===== src/lca_pkg.sv =====
package lca_pkg;

  localparam int NODE_W     = 10;
  localparam int DEPTH_W    = 10;
  // wide enough for any level below the largest LEVELS
  localparam int LVL_W      = 4;
  localparam int NODES_DEF  = 1024;
  localparam int LEVELS_DEF = 10;

  localparam logic CMD_INSERT = 1'b0;
  localparam logic CMD_QUERY  = 1'b1;

  // table access requests from the sequencer
  typedef struct packed {
    logic               dep_we;
    logic [NODE_W-1:0]  dep_wnode;
    logic [DEPTH_W-1:0] dep_wdata;
    logic               dep_re_a;
    logic [NODE_W-1:0]  dep_node_a;
    logic               dep_re_b;
    logic [NODE_W-1:0]  dep_node_b;
    logic               jmp_we;
    logic [LVL_W-1:0]   jmp_wlvl;
    logic [NODE_W-1:0]  jmp_wnode;
    logic [NODE_W-1:0]  jmp_wdata;
    logic               jmp_re_a;
    logic [LVL_W-1:0]   jmp_lvl_a;
    logic [NODE_W-1:0]  jmp_node_a;
    logic               jmp_re_b;
    logic [LVL_W-1:0]   jmp_lvl_b;
    logic [NODE_W-1:0]  jmp_node_b;
  } lca_req_t;

  // registered read data, node 0 reads as zero
  typedef struct packed {
    logic [DEPTH_W-1:0] dep_a;
    logic [DEPTH_W-1:0] dep_b;
    logic [NODE_W-1:0]  jmp_a;
    logic [NODE_W-1:0]  jmp_b;
  } lca_rsp_t;

  function automatic logic [LVL_W-1:0] floor_log2(input logic [DEPTH_W-1:0] v);
    logic [LVL_W-1:0] r;
    r = '0;
    for (int i = 1; i < DEPTH_W; i++) begin
      if (v[i]) begin
        r = LVL_W'(i);
      end
    end
    return r;
  endfunction

endpackage


===== src/lca_seq.sv =====
module lca_seq import lca_pkg::*; #(
  parameter int NODES  = NODES_DEF,
  parameter int LEVELS = LEVELS_DEF
) (
  input  logic              clk_i,
  input  logic              rst_ni,
  input  logic              start_i,
  input  logic              cmd_i,
  input  logic [NODE_W-1:0] node_a_i,
  input  logic [NODE_W-1:0] node_b_i,
  output logic              busy_o,
  output logic              valid_o,
  output logic [NODE_W-1:0] ancestor_o,
  output lca_req_t          req_o,
  input  lca_rsp_t          rsp_i
);

  localparam int STEP_W = $clog2(NODES + 1);
  localparam logic [LVL_W-1:0] LVL_TOP = LVL_W'(LEVELS - 1);

  localparam logic [3:0] S_IDLE  = 4'd0;
  localparam logic [3:0] S_INS0  = 4'd1;
  localparam logic [3:0] S_INS1  = 4'd2;
  localparam logic [3:0] S_INSL  = 4'd3;
  localparam logic [3:0] S_Q0    = 4'd4;
  localparam logic [3:0] S_Q1    = 4'd5;
  localparam logic [3:0] S_LIFT  = 4'd6;
  localparam logic [3:0] S_LIFT2 = 4'd7;
  localparam logic [3:0] S_DESC  = 4'd8;
  localparam logic [3:0] S_FIN   = 4'd9;

  logic [3:0]         state_q, state_d;
  logic [NODE_W-1:0]  x_q, x_d, y_q, y_d;
  logic [DEPTH_W-1:0] dy_q, dy_d;
  logic [LVL_W-1:0]   lvl_q, lvl_d;
  logic [STEP_W-1:0]  steps_q, steps_d;
  logic               valid_q, valid_d;
  logic [NODE_W-1:0]  anc_q, anc_d;
  logic               fwd_q, fwd_d;

  logic [DEPTH_W-1:0] diff;
  logic [LVL_W-1:0]   lift_lvl, top_lvl;
  logic [NODE_W-1:0]  nx, ny;
  logic [NODE_W-1:0]  ins_anc;

  function automatic logic [NODE_W-1:0] fit_node(input logic [NODE_W-1:0] v);
    return (32'(v) < NODES) ? v : '0;
  endfunction

  function automatic logic [LVL_W-1:0] clamp_lvl(input logic [LVL_W-1:0] l);
    return (l > LVL_TOP) ? LVL_TOP : l;
  endfunction

  always_comb begin
    diff     = rsp_i.dep_a - dy_q;
    lift_lvl = clamp_lvl(floor_log2(diff));
    top_lvl  = clamp_lvl(floor_log2(rsp_i.dep_a));
    // descent keeps both nodes below the common ancestor
    nx       = (rsp_i.jmp_a != rsp_i.jmp_b) ? rsp_i.jmp_a : x_q;
    ny       = (rsp_i.jmp_a != rsp_i.jmp_b) ? rsp_i.jmp_b : y_q;
    // the read of the node's own entry clashed with its write: take the new word
    ins_anc  = fwd_q ? x_q : rsp_i.jmp_a;
  end

  always_comb begin
    state_d = state_q;
    x_d     = x_q;
    y_d     = y_q;
    dy_d    = dy_q;
    lvl_d   = lvl_q;
    steps_d = steps_q;
    valid_d = 1'b0;
    anc_d   = anc_q;
    fwd_d   = 1'b0;
    req_o   = '0;
    unique case (state_q)
      S_IDLE: begin
        if (start_i) begin
          if (cmd_i == CMD_QUERY) begin
            x_d     = fit_node(node_a_i);
            y_d     = fit_node(node_b_i);
            state_d = S_Q0;
          end else if (node_a_i != '0 && 32'(node_a_i) < NODES) begin
            x_d     = node_a_i;
            y_d     = fit_node(node_b_i);
            state_d = S_INS0;
          end
        end
      end
      S_INS0: begin
        req_o.jmp_we     = 1'b1;
        req_o.jmp_wlvl   = '0;
        req_o.jmp_wnode  = x_q;
        req_o.jmp_wdata  = y_q;
        req_o.dep_re_a   = 1'b1;
        req_o.dep_node_a = y_q;
        state_d          = S_INS1;
      end
      S_INS1: begin
        req_o.dep_we     = 1'b1;
        req_o.dep_wnode  = x_q;
        req_o.dep_wdata  = rsp_i.dep_a + DEPTH_W'(1);
        req_o.jmp_re_a   = 1'b1;
        req_o.jmp_lvl_a  = '0;
        req_o.jmp_node_a = y_q;
        lvl_d            = LVL_W'(1);
        state_d          = (LEVELS == 1) ? S_IDLE : S_INSL;
      end
      S_INSL: begin
        // level i of the node is level i-1 of its level i-1 ancestor
        req_o.jmp_we    = 1'b1;
        req_o.jmp_wlvl  = lvl_q;
        req_o.jmp_wnode = x_q;
        req_o.jmp_wdata = ins_anc;
        if (lvl_q == LVL_TOP) begin
          state_d = S_IDLE;
        end else begin
          req_o.jmp_re_a   = 1'b1;
          req_o.jmp_lvl_a  = lvl_q;
          req_o.jmp_node_a = ins_anc;
          fwd_d            = (ins_anc == x_q);
          lvl_d            = lvl_q + LVL_W'(1);
        end
      end
      S_Q0: begin
        req_o.dep_re_a   = 1'b1;
        req_o.dep_node_a = x_q;
        req_o.dep_re_b   = 1'b1;
        req_o.dep_node_b = y_q;
        state_d          = S_Q1;
      end
      S_Q1: begin
        req_o.dep_re_a = 1'b1;
        if (rsp_i.dep_a < rsp_i.dep_b) begin
          x_d              = y_q;
          y_d              = x_q;
          dy_d             = rsp_i.dep_a;
          req_o.dep_node_a = y_q;
        end else begin
          dy_d             = rsp_i.dep_b;
          req_o.dep_node_a = x_q;
        end
        steps_d = '0;
        state_d = S_LIFT;
      end
      S_LIFT: begin
        // depth of x is on port a here
        if (rsp_i.dep_a > dy_q && 32'(steps_q) < NODES) begin
          req_o.jmp_re_a   = 1'b1;
          req_o.jmp_lvl_a  = lift_lvl;
          req_o.jmp_node_a = x_q;
          state_d          = S_LIFT2;
        end else if (x_q == y_q) begin
          valid_d = 1'b1;
          anc_d   = x_q;
          state_d = S_IDLE;
        end else begin
          req_o.jmp_re_a   = 1'b1;
          req_o.jmp_lvl_a  = top_lvl;
          req_o.jmp_node_a = x_q;
          req_o.jmp_re_b   = 1'b1;
          req_o.jmp_lvl_b  = top_lvl;
          req_o.jmp_node_b = y_q;
          lvl_d            = top_lvl;
          state_d          = S_DESC;
        end
      end
      S_LIFT2: begin
        x_d              = rsp_i.jmp_a;
        req_o.dep_re_a   = 1'b1;
        req_o.dep_node_a = rsp_i.jmp_a;
        steps_d          = steps_q + STEP_W'(1);
        state_d          = S_LIFT;
      end
      S_DESC: begin
        x_d              = nx;
        y_d              = ny;
        req_o.jmp_re_a   = 1'b1;
        req_o.jmp_node_a = nx;
        if (lvl_q == '0) begin
          req_o.jmp_lvl_a = '0;
          state_d         = S_FIN;
        end else begin
          req_o.jmp_lvl_a  = lvl_q - LVL_W'(1);
          req_o.jmp_re_b   = 1'b1;
          req_o.jmp_lvl_b  = lvl_q - LVL_W'(1);
          req_o.jmp_node_b = ny;
          lvl_d            = lvl_q - LVL_W'(1);
        end
      end
      S_FIN: begin
        valid_d = 1'b1;
        anc_d   = rsp_i.jmp_a;
        state_d = S_IDLE;
      end
      default: begin
        state_d = S_IDLE;
      end
    endcase
  end

  always_ff @(posedge clk_i or negedge rst_ni) begin
    if (!rst_ni) begin
      state_q <= S_IDLE;
      valid_q <= 1'b0;
    end else begin
      state_q <= state_d;
      valid_q <= valid_d;
    end
  end

  always_ff @(posedge clk_i) begin
    x_q     <= x_d;
    y_q     <= y_d;
    dy_q    <= dy_d;
    lvl_q   <= lvl_d;
    steps_q <= steps_d;
    anc_q   <= anc_d;
    fwd_q   <= fwd_d;
  end

  assign busy_o     = (state_q != S_IDLE);
  assign valid_o    = valid_q;
  assign ancestor_o = anc_q;

endmodule


===== config.mk =====
export PLATFORM = sky130hd
export DESIGN_NAME = lca_seq
export DESIGN_NICKNAME = d
export VERILOG_FILES = /design/src/lca_pkg.sv /design/src/lca_seq.sv
export SDC_FILE = /design/constraint.sdc
export NUM_CORES = 1
export LEC_CHECK = 0
export BUFFER_PORTS_ARGS = -buffer_cell sky130_fd_sc_hd__buf_2
export CAP_MARGIN = 20
export CORE_MARGIN = 2
export CORE_UTILIZATION = 54
export CTS_CLUSTER_SIZE = 24
export DETAILED_ROUTE_END_ITERATION = 8
export GPL_ROUTABILITY_DRIVEN = 0
export HOLD_SLACK_MARGIN = 0.15
export PLACE_DENSITY = 0.82
export SYNTH_ARGS = -nofsm -noshare
export SYNTH_HDL_FRONTEND = slang
export SYNTH_SLANG_ARGS = --single-unit

===== constraint.sdc =====
create_clock -name clk_i -period 6.65 [get_ports clk_i]
set_input_delay 1.995 -clock clk_i [delete_from_list [all_inputs] [get_ports clk_i]]
set_output_delay 1.995 -clock clk_i [all_outputs]
set_load 0.02 [all_outputs]

==> results of run 1 <==
==> state kept, by name (all words and copies together) (netlist names) <==
signal	count
dy_q	10
lvl_q	4
state_q	4
fwd_q	1
y_q	10
valid_o	1
x_q	10
steps_q	11
ancestor_o	10
==> cell families (layout without fill, tap and decap cells) <==
family,Yosys count,count (layout),share of synthesized area [%]
adder cells (fa/ha/maj),27,27,5.65
multiplexers,32,32,5.47
AND/OR/NAND/NOR,300,301,23.2
AO/OA/AOI/OAI,198,198,21.8
flip-flops,61,61,29.4
buffers and inverters,107,246,6.80
XOR/XNOR,54,54,7.74
==> metrics by stage <==
| step | hold slack (ns) | instances | util [%] | setup TNS [ns] |
|---|---|---|---|---|
| floorplan | 0.561 | 779 | - | 0 |
| global placement | 0.582 | 1038 | 64.3 | 0 |
| detailed placement | 0.624 | 1039 | 64.4 | 0 |
| CTS | 0.639 | 1055 | 67.2 | 0 |
| global route | 0.648 | 1059 | 67.8 | -0.00999 |
| finish | 0.637 | 1059 | 67.8 | 0 |
==> layer usage <==
layer	vias up	track usage [%]
li1	3088	-
met1	3154	41.5
met2	432	55.5
met3	72	6.00
met4	0	14.6
met5	-	0
==> power groups by stage <==
stage,Sequential [uW],Combinational (uW),Clock (uW)
detailed placement,809,1470,0
finish,819,1520,491
global route,829,1640,509
floorplan,611,1180,0
global placement,809,1450,0
CTS,804,1490,493
==> worst max path at each step <==
| stage | from | endpoint | slack [ns] | cells past startpoint |
|---|---|---|---|---|
| finish | rsp_i[30] | req_o[20] | 0.09 | 13 |
| global route | rsp_i[30] | req_o[20] | -0.01 | 13 |
| CTS | rsp_i[30] | req_o[23] | 0.04 | 13 |
| detailed placement | rsp_i[30] | req_o[22] | 0.05 | 13 |
| global placement | rsp_i[30] | req_o[17] | 0.07 | 13 |
| floorplan | rsp_i[30] | req_o[26] | 0.16 | 11 |
==> worst reg2reg max path, stage by stage, from the launching register on <==
cell and delay (ns):
edfxtp_1 0.40, ha_4 0.15, inv_2 0.04, fa_2 0.39, a21o_4 0.24, a22o_4 0.27
a2111oi_4 0.37, nor2_2 0.11, nor3_1 0.30, or2_1 0.45
==> placed cells by master (no fill, tap or decap), types with 12 or more instances in the layout <==
cell / n
a21oi_1: 36
a221oi_1: 12
a22oi_1: 13
and3_1: 36
buf_2: 170
buf_4: 26
edfxtp_1: 55
ha_1: 25
inv_1: 28
mux2i_1: 21
nand2_1: 111
nand3_1: 36
nor2_1: 54
nor3_1: 15
o21ai_0: 57
o21ai_1: 16
xnor2_1: 24
xor2_1: 30
==> repair_timing <==
| action | in CTS | in global routing |
|---|---|---|
| setup endpoints to repair | 0 | 12 |
| endpoints found under the hold margin | 0 | 0 |
| buffers inserted | 0 | 3 |
| gates resized for setup | 0 | 12 |
| hold buffers | 0 | 0 |
==> area by class of cell <==
type	instances	area (um2)
multi-input combinational	612	3930
fill	923	3520
sequential	61	1800
timing repair buffer	199	1090
clock buffer	10	229
tap	140	175
inverter	31	119
clock inverter	6	77.6
==> flow_summary_export.csv, run 1 <==
group,metric,value,unit
logic_synthesis,synth_top_area_cell,"edfxtp_1",
power,p_seq_share,28.9,%
logic_synthesis,netlist_top_cells_area,"edfxtp_1, nand2_1, ha_1",
logic_synthesis,ys_ff_latch,61,
detailed_routing,first_pass_iters,6,
flow_run,cap_violations,0,
finish,area_growth,21.4,%
detailed_routing,drc,0,
detailed_routing,vias,6746,
outcome,status,"completed",
worst_setup_path,reg2reg_to,"ancestor_o[9]",
logic_synthesis,async_flop_share,8.20,%
floorplanning,coreArea,10900,um2
logic_synthesis,syn_avg_cell_area,7.84,um2
sta,fmaxAchievable,152,MHz
global_route,grt_antenna_before_repair,0,
sta,finClkSkew,0.00703,ns
worst_setup_path,slowest_delay,0.39,ns
finish,antenna_cells,0,
logic_synthesis,yosysMostFrequentCell,"nand2_1",
worst_hold_path,min_to,"steps_q[0]",
clock_tree,clockRootBuffer,"clkbuf_16",
worst_setup_path,path_buf_inv,4,
placement,placed_area,7040,um2
logic_synthesis,synth_top_cell_area_share,27.0,%
worst_hold_path,min_from,"steps_q[0]",
worst_setup_path,crit_fanout,5,
global_route,grt-ovfl-total,0,
worst_setup_path,rrSetupSlack,3.58,ns
placement,hpwl,15.0,mm
logic_synthesis,synth_commonest_cells,"nand2_1, clkbuf_1, o21ai_0",
worst_hold_path,holdPathStages,1,
worst_setup_path,worstSetupPathType,"in -> out",
sta,setup_viol,0,
detailed_routing,met2_length,9.89,mm
worst_setup_path,r2r_cells,9,
logic_synthesis,yosysWarnings,0,
detailed_routing,ant_nets,0,
finish,final_nets,1005,
floorplanning,die-area,12200,um2
power,netSwitchingFraction,49.0,%
logic_synthesis,syn_area,6110,um2
sta,period_minus_slack,6.56,ns
logic_synthesis,synth_cell_type_count,72,
logic_synthesis,synth_nets,870,
global_route,grt_pass1_wl,30.6,mm
worst_setup_path,cp.arrival,4.57,ns
clock_tree,htreeDepth,3,
power,pwr-share-comb,53.8,%
floorplanning,ios,174,
sta,tightestPinTransition,0.998,ns
worst_setup_path,startpoint_type,"input port",
sta,post-route-period-util,98.7,%
floorplanning,num_rows,38,
worst_setup_path,crit_family,"compound AO/OA/AOI/OAI gates",
floorplanning,start_util,55.9,%
global_route,grt_pass1_vias,6033,
detailed_routing,wl_per_cell,19.1,um
logic_synthesis,seq_area_frac_synth,29.4,%
sta,slew_headroom,33.5,%
worst_hold_path,hold_path_class,"reg -> reg",
power,ir_drop,0.257,mV
worst_setup_path,critPathRequiredTime,4.66,ns
power,leakagePower,0.00334,uW
detailed_routing,topRoutingLayerUsed,"met4",
detailed_routing,drtIter0Drc,806,
worst_setup_path,cp_common_cell,"buf_6",
finish,drive_above_1_share,26.7,%
detailed_routing,via_per_inst,6.37,
sta,hold_viol,0,
floorplanning,fp.dieH,110,um
logic_synthesis,synth_edf_count,55,
clock_tree,clock-sinks,61,
power,pwr_density_cell,382,nW/um2
power,p_switching,1390,uW
sta,finalWorstSetupSlack,0.0853,ns
placement,place_ws,0.0536,ns
clock_tree,path_clk_slew,0.05,ns
worst_setup_path,endpoint_kind,"output port",
global_route,grt_max_degree,30,
worst_setup_path,rr_startpoint,"dy_q[0]",
floorplanning,dieWidth,110,um
detailed_routing,wl_met3,1.93,mm
worst_setup_path,crit_slowest_cell,"fa_2",
power,intPower,1450,uW
detailed_routing,drt_wl_total,20.3,mm
global_route,grt.total_usage,33.0,%
clock_tree,max-clock-path-buffers,2,
logic_synthesis,synthFlopType,"edfxtp_1",
placement,numPortBuffers,173,
finish,final_area,7420,um2
power,clock_power_share,17.3,%
clock_tree,cts_buffers,9,
sta,drv_slew,0,
clock_tree,cts_tree,"done",
worst_setup_path,cp_cell_sequence,"buf_6 > inv_4 > ha_4 > inv_2 > fa_2 > a21o_4 > a22o_4 > a2111oi_4 > nor2_2 > o21ai_4 > nand2_4 > a221o_1 > buf_6",
power,p_total,2830,uW
clock_tree,clk_latency,0.34,ns
logic_synthesis,syn_inst,779,
detailed_routing,met1_length,7.64,mm
(Power assumes the default switching activity.)
==> inputs of run 2 (changes only) <==
Settings changed: SETUP_SLACK_MARGIN set to 0.3.
==> run 2 against run 1 <==
Net effect: power grew 6.0%; critical path depth grew 2; worst setup slack better by 0.033 ns; clock power is 10% higher; largest power group unchanged; cell area rose by 2.8%.
==> flow_summary_export.csv, run 2 (synthesis results as in run 1) <==
group,metric,value,unit
clock_tree,htreeDepth,3,
floorplanning,dieWidth,110,um
global_route,met3_usage,8.58,%
global_route,grt.total_usage,35.7,%
power,ir_drop,0.298,mV
finish,area_growth,24.8,%
sta,tightestPinTransition,0.991,ns
power,netSwitchingFraction,49.4,%
floorplanning,ios,174,
sta,hold_viol,0,
worst_setup_path,rr_startpoint,"state_q[2]",
power,leakagePower,0.00339,uW
clock_tree,cts_buffers,9,
detailed_routing,ant_nets,0,
power,intPower,1520,uW
detailed_routing,drtIter0Drc,982,
worst_setup_path,cp.arrival,4.54,ns
global_route,grt_max_degree,29,
worst_setup_path,startpoint,"rsp_i[30]",
power,pwr-share-comb,53.3,%
flow_run,cap_violations,0,
sta,slew_headroom,33.7,%
detailed_routing,via_per_inst,6.64,
finish,antenna_cells,0,
global_route,grt-ovfl-total,0,
worst_setup_path,cp_cell_sequence,"buf_6 > inv_4 > ha_4 > inv_2 > fa_2 > a21o_4 > a22o_4 > a2111oi_4 > buf_4 > o21ai_4 > nor2_4 > buf_12 > nand2_1 > o21ai_1 > buf_4",
finish,final_common_cell,"buf_2",
detailed_routing,first_pass_iters,9,
sta,drv_slew,0,
finish,largest-register,"steps_q",
finish,final_nets,1010,
clock_tree,clk_latency,0.34,ns
global_route,grt_pass1_wl,32.9,mm
worst_setup_path,endpoint_kind,"output port",
global_route,grt_pass1_vias,6381,
floorplanning,die-area,12200,um2
global_route,grt_use_met2,55.9,%
sta,setup_viol,0,
global_route,grtUsageMet1,44.4,%
worst_hold_path,min_from,"steps_q[0]",
finish,drive_above_1_share,28.1,%
sta,finalSetupTns,0,ns
floorplanning,start_util,55.9,%
clock_tree,clock-sinks,61,
detailed_routing,vias,7061,
worst_setup_path,slowest_delay,0.40,ns
worst_hold_path,hold_path_class,"reg -> reg",
power,pwr_density_cell,394,nW/um2
worst_setup_path,worstSetupPathType,"in -> out",
clock_tree,path_clk_slew,0.06,ns
sta,period_minus_slack,6.53,ns
power,p_switching,1480,uW
sta,fmaxAchievable,153,MHz
floorplanning,num_rows,38,
finish,final_cell_mix,"buf_2, nand2_1, o21ai_0, edfxtp_1, nor2_1",
clock_tree,cts_tree,"done",
power,p_seq_share,28.7,%
worst_setup_path,crit_slowest_cell,"a2111oi_4",
finish,utilization,69.7,%
sta,post-route-period-util,98.2,%
global_route,top_usage_layer,"met2",
worst_setup_path,startpoint_type,"input port",
sta,finClkSkew,0.0103,ns
worst_setup_path,crit_family,"compound AO/OA/AOI/OAI gates",
global_route,grt_antenna_before_repair,0,
detailed_routing,drt_wl_total,22.2,mm
worst_setup_path,cp_common_cell,"buf_4",
floorplanning,fp.dieH,110,um
detailed_routing,drc,0,
worst_setup_path,critPathRequiredTime,4.66,ns
detailed_routing,wl_per_cell,20.8,um
clock_tree,clockRootBuffer,"clkbuf_16",
worst_setup_path,crit_fanout,10,
outcome,status,"completed",
floorplanning,coreArea,10900,um2
worst_setup_path,path_buf_inv,6,
power,clock_power_share,18.0,%
sta,rsz0062_at_grt,"true",
finish,largest_reg_flops,11,
placement,hpwl,15.5,mm
placement,numPortBuffers,173,
clock_tree,max-clock-path-buffers,2,
-- run 2: cell types whose count changed in the layout (fill, tap and decap cells not counted), sizes merged --
cell	previous run	this run
buf	199	203
bufinv	2	3
clkbuf	10	11
clkinv	5	3
clkinvlp	0	1
-- run 2: layer usage --
metal | vias to the layer above | wire length, um | part of all wire, %
met3 | 178 | 2700 | 12
li1 | 3099 | - | -
met1 | 3188 | 7860 | 35
met2 | 596 | 9960 | 45
met4 | 0 | 1650 | 7.4
met5 | - | 0 | 0
-- run 2: final timing paths --
kind / to / slack [ns] / cells after the start
max: req_o[3] / 0.12 / 15
min: steps_q[0] / 0.59 / 1
max reg2reg: x_q[0] / 3.38 / 8
min reg2reg: steps_q[0] / 0.59 / 1
min in group asynchronous: state_q[1] / 1.48 / 1
max in group asynchronous: state_q[2] / 5.01 / 1
-- run 2: timing repair --
item / CTS / global route
setup buffers: 7 / 3
cloned: 1 / 0
resized for setup: 21 / 24
pin swaps: 13 / 5
hold buffers: 0 / 0
setup endpoints to repair: 27 / 32
-- run 2: power groups by stage --
stage	combinational, uW	clock, uW	sequential, uW
after CTS	1520	542	833
after global routing	1720	559	858
after detailed placement	1470	0	839
after global placement	1460	0	838
final	1600	540	862
after floorplan	1190	0	611
-- run 2: worst reg2reg max path, cell delays in order, from the launching register on --
cell	delay (ns)
dfrtp_1	0.54
nor2b_1	0.71
nand3_1	0.52
inv_1	0.15
buf_4	0.31
nand3_1	0.18
nand2_1	0.34
nand2_1	0.10
a41oi_1	0.25
-- run 2: cell type report --
type                       instances  area (um2)
clock inverter                     6         111
inverter                          31         119
timing repair buffer             204        1190
sequential                        61        1800
clock buffer                      10         229
tap                              140         175
fill                             892        3310
multi-input combinational        612        4000
-- run 2: metrics by stage --
stage,setup WS (ns),power (uW),hold WS (ns),std cells,instance area [um2]
final,0.118,3000,0.595,1064,7620
after global routing,0.0810,3130,0.629,1064,7620
after CTS,0.189,2900,0.598,1059,7500
after detailed placement,0.0176,2310,0.589,1035,7030
after global placement,0.102,2300,0.585,1035,7030
after floorplan,0.344,1800,0.561,779,6130
==> inputs of run 3 (changes only) <==
Settings changed: MAX_ROUTING_LAYER set to met4.
Clock period 6.65 ns to 6.9 ns, I/O delays scaled along.
==> run 3 against run 2 <==
Net effect: first-iteration DRC count is 14% lower; global-route usage down 0.90 points; core utilization increased by 0.57 points; cell area increased by 0.82%; die area is the same; power is 9.0% lower; sequential share of layout area down 0.19 points; routed wire length is 5.2% lower; worst setup slack better by 0.12 ns; clock skew is 0.0033 ns lower; cell count about the same; highest routed layer unchanged.
==> flow_summary_export.csv, run 3 (synthesis results as in run 1) <==
group,metric,value,unit
outcome,status,"completed",
sta,period_minus_slack,6.66,ns
global_route,grt_pass1_wl,31.6,mm
worst_hold_path,hold_path_class,"reg -> reg",
floorplanning,ios,174,
sta,finalSetupTns,0,ns
floorplanning,dieWidth,110,um
detailed_routing,drt_wl_total,21.0,mm
sta,drv_slew,0,
finish,largest-register,"steps_q",
detailed_routing,first_pass_iters,6,
finish,final_cell_mix,"buf_2, nand2_1, o21ai_0, edfxtp_1, nor2_1",
worst_setup_path,cp.arrival,4.59,ns
floorplanning,num_rows,38,
clock_tree,clk_latency,0.34,ns
power,pwr_density_cell,355,nW/um2
clock_tree,clockRootBuffer,"clkbuf_16",
global_route,grt_max_degree,30,
clock_tree,cts_tree,"done",
sta,finClkSkew,0.00695,ns
global_route,grt_antenna_before_repair,0,
sta,hold_viol,0,
detailed_routing,ant_nets,0,
worst_setup_path,critPathRequiredTime,4.83,ns
power,leakagePower,0.00349,uW
floorplanning,die-area,12200,um2
global_route,grt_pass1_vias,6189,
sta,rsz0062_at_grt,"true",
worst_setup_path,slowest_delay,0.36,ns
sta,post-route-period-util,96.5,%
sta,tightestPinTransition,1.09,ns
finish,antenna_cells,0,
global_route,grt-ovfl-total,0,
placement,numPortBuffers,173,
detailed_routing,vias,6838,
sta,finalWorstSetupSlack,0.239,ns
finish,area_growth,25.8,%
detailed_routing,via_per_inst,6.42,
worst_setup_path,startpoint_type,"input port",
floorplanning,start_util,55.9,%
worst_setup_path,crit_fanout,5,
global_route,grt.total_usage,34.8,%
worst_setup_path,cp_cell_sequence,"buf_8 > inv_6 > ha_4 > inv_2 > fa_2 > a21o_4 > a22o_4 > a2111oi_4 > buf_4 > nor2_4 > o21ai_4 > nand2_4 > a221o_1 > buf_6",
worst_setup_path,crit_family,"compound AO/OA/AOI/OAI gates",
finish,final_nets,1011,
detailed_routing,wl_per_cell,19.7,um
sta,fmaxAchievable,150,MHz
finish,largest_reg_flops,11,
clock_tree,htreeDepth,3,
clock_tree,cts_buffers,9,
clock_tree,clock-sinks,61,
sta,setup_viol,0,
worst_setup_path,crit_slowest_cell,"a221o_1",
worst_setup_path,endpoint_kind,"output port",
floorplanning,fp.dieH,110,um
finish,n_fill_cell,881,
power,ir_drop,0.254,mV
finish,drive_above_1_share,29.9,%
floorplanning,coreArea,10900,um2
worst_setup_path,path_buf_inv,5,
placement,hpwl,15.0,mm
finish,final_common_cell,"buf_2",
placement,place_ws,0.0998,ns
detailed_routing,drtIter0Drc,843,
clock_tree,max-clock-path-buffers,2,
sta,slew_headroom,27.6,%
flow_run,cap_violations,0,
clock_tree,path_clk_slew,0.05,ns
detailed_routing,drc,0,
worst_setup_path,worstSetupPathType,"in -> out",
-- run 3: worst register-to-register path, stage by stage, from the launching register on --
cell and delay [ns]:
edfxtp_1 0.40, ha_4 0.15, inv_2 0.03, fa_2 0.34
a21o_4 0.22, a22o_4 0.26, a2111oi_4 0.33, buf_4 0.19
nor2_4 0.04, buf_4 0.13, nor3_1 0.30, or2_1 0.46
-- run 3: final timing paths --
path | depth (start not counted) | slack, ns | to | from
worst max-delay path | 14 | 0.24 | req_o[23] | rsp_i[30]
worst min-delay path | 1 | 0.60 | steps_q[0] | steps_q[0]
worst max register to register | 11 | 3.70 | ancestor_o[7] | dy_q[0]
worst min register to register | 1 | 0.60 | steps_q[0] | steps_q[0]
max in group asynchronous | 1 | 5.23 | state_q[0] | rst_ni
min in group asynchronous | 1 | 1.53 | state_q[3] | rst_ni
-- run 3: repair_timing --
item                       in CTS  in global routing
pin swaps                       6                  6
buffers inserted                5                  4
hold buffers                    0                  0
resized for setup              24                 59
cloned                          2                  0
setup endpoints to repair      24                 26
-- run 3: per-layer routing --
| layer | part of all wire [%] | track usage (%) |
|---|---|---|
| met1 | 38 | 42.4 |
| met2 | 48 | 56.0 |
| met3 | 9.6 | 7.70 |
| met4 | 3.8 | 14.4 |
| met5 | 0 | - |
-- run 3: final cells by class --
type                    instances  area [um2]  area share, %
flip-flops and latches         61        1800           23.4
multi-input cells             612        4100           53.3
clock buffers                   9         225           2.93
clock inverters                 7        32.5          0.423
well taps                     140         175           2.28
repair buffers                205        1240           16.1
inverters                      31         121           1.58
-- run 3: where the power goes --
group	internal (uW)	leakage (uW)	total [uW]	switching, uW
registers	546	0.000584	802	256
logic	571	0.00277	1530	959
clock network	237	0.000134	401	164
total	1350	0.00349	2730	1380
-- run 3: per-stage QoR --
stage	utilization, %	total power, uW	cell area, um2	cells	hold WS (ns)
after floorplan	-	1730	6110	779	0.561
after global routing	70.3	2870	7690	1065	0.607
after global placement	64.3	2190	7040	1038	0.578
after detailed placement	64.3	2210	7040	1038	0.584
after CTS	68.0	2640	7440	1061	0.597
final	70.3	2730	7690	1065	0.595
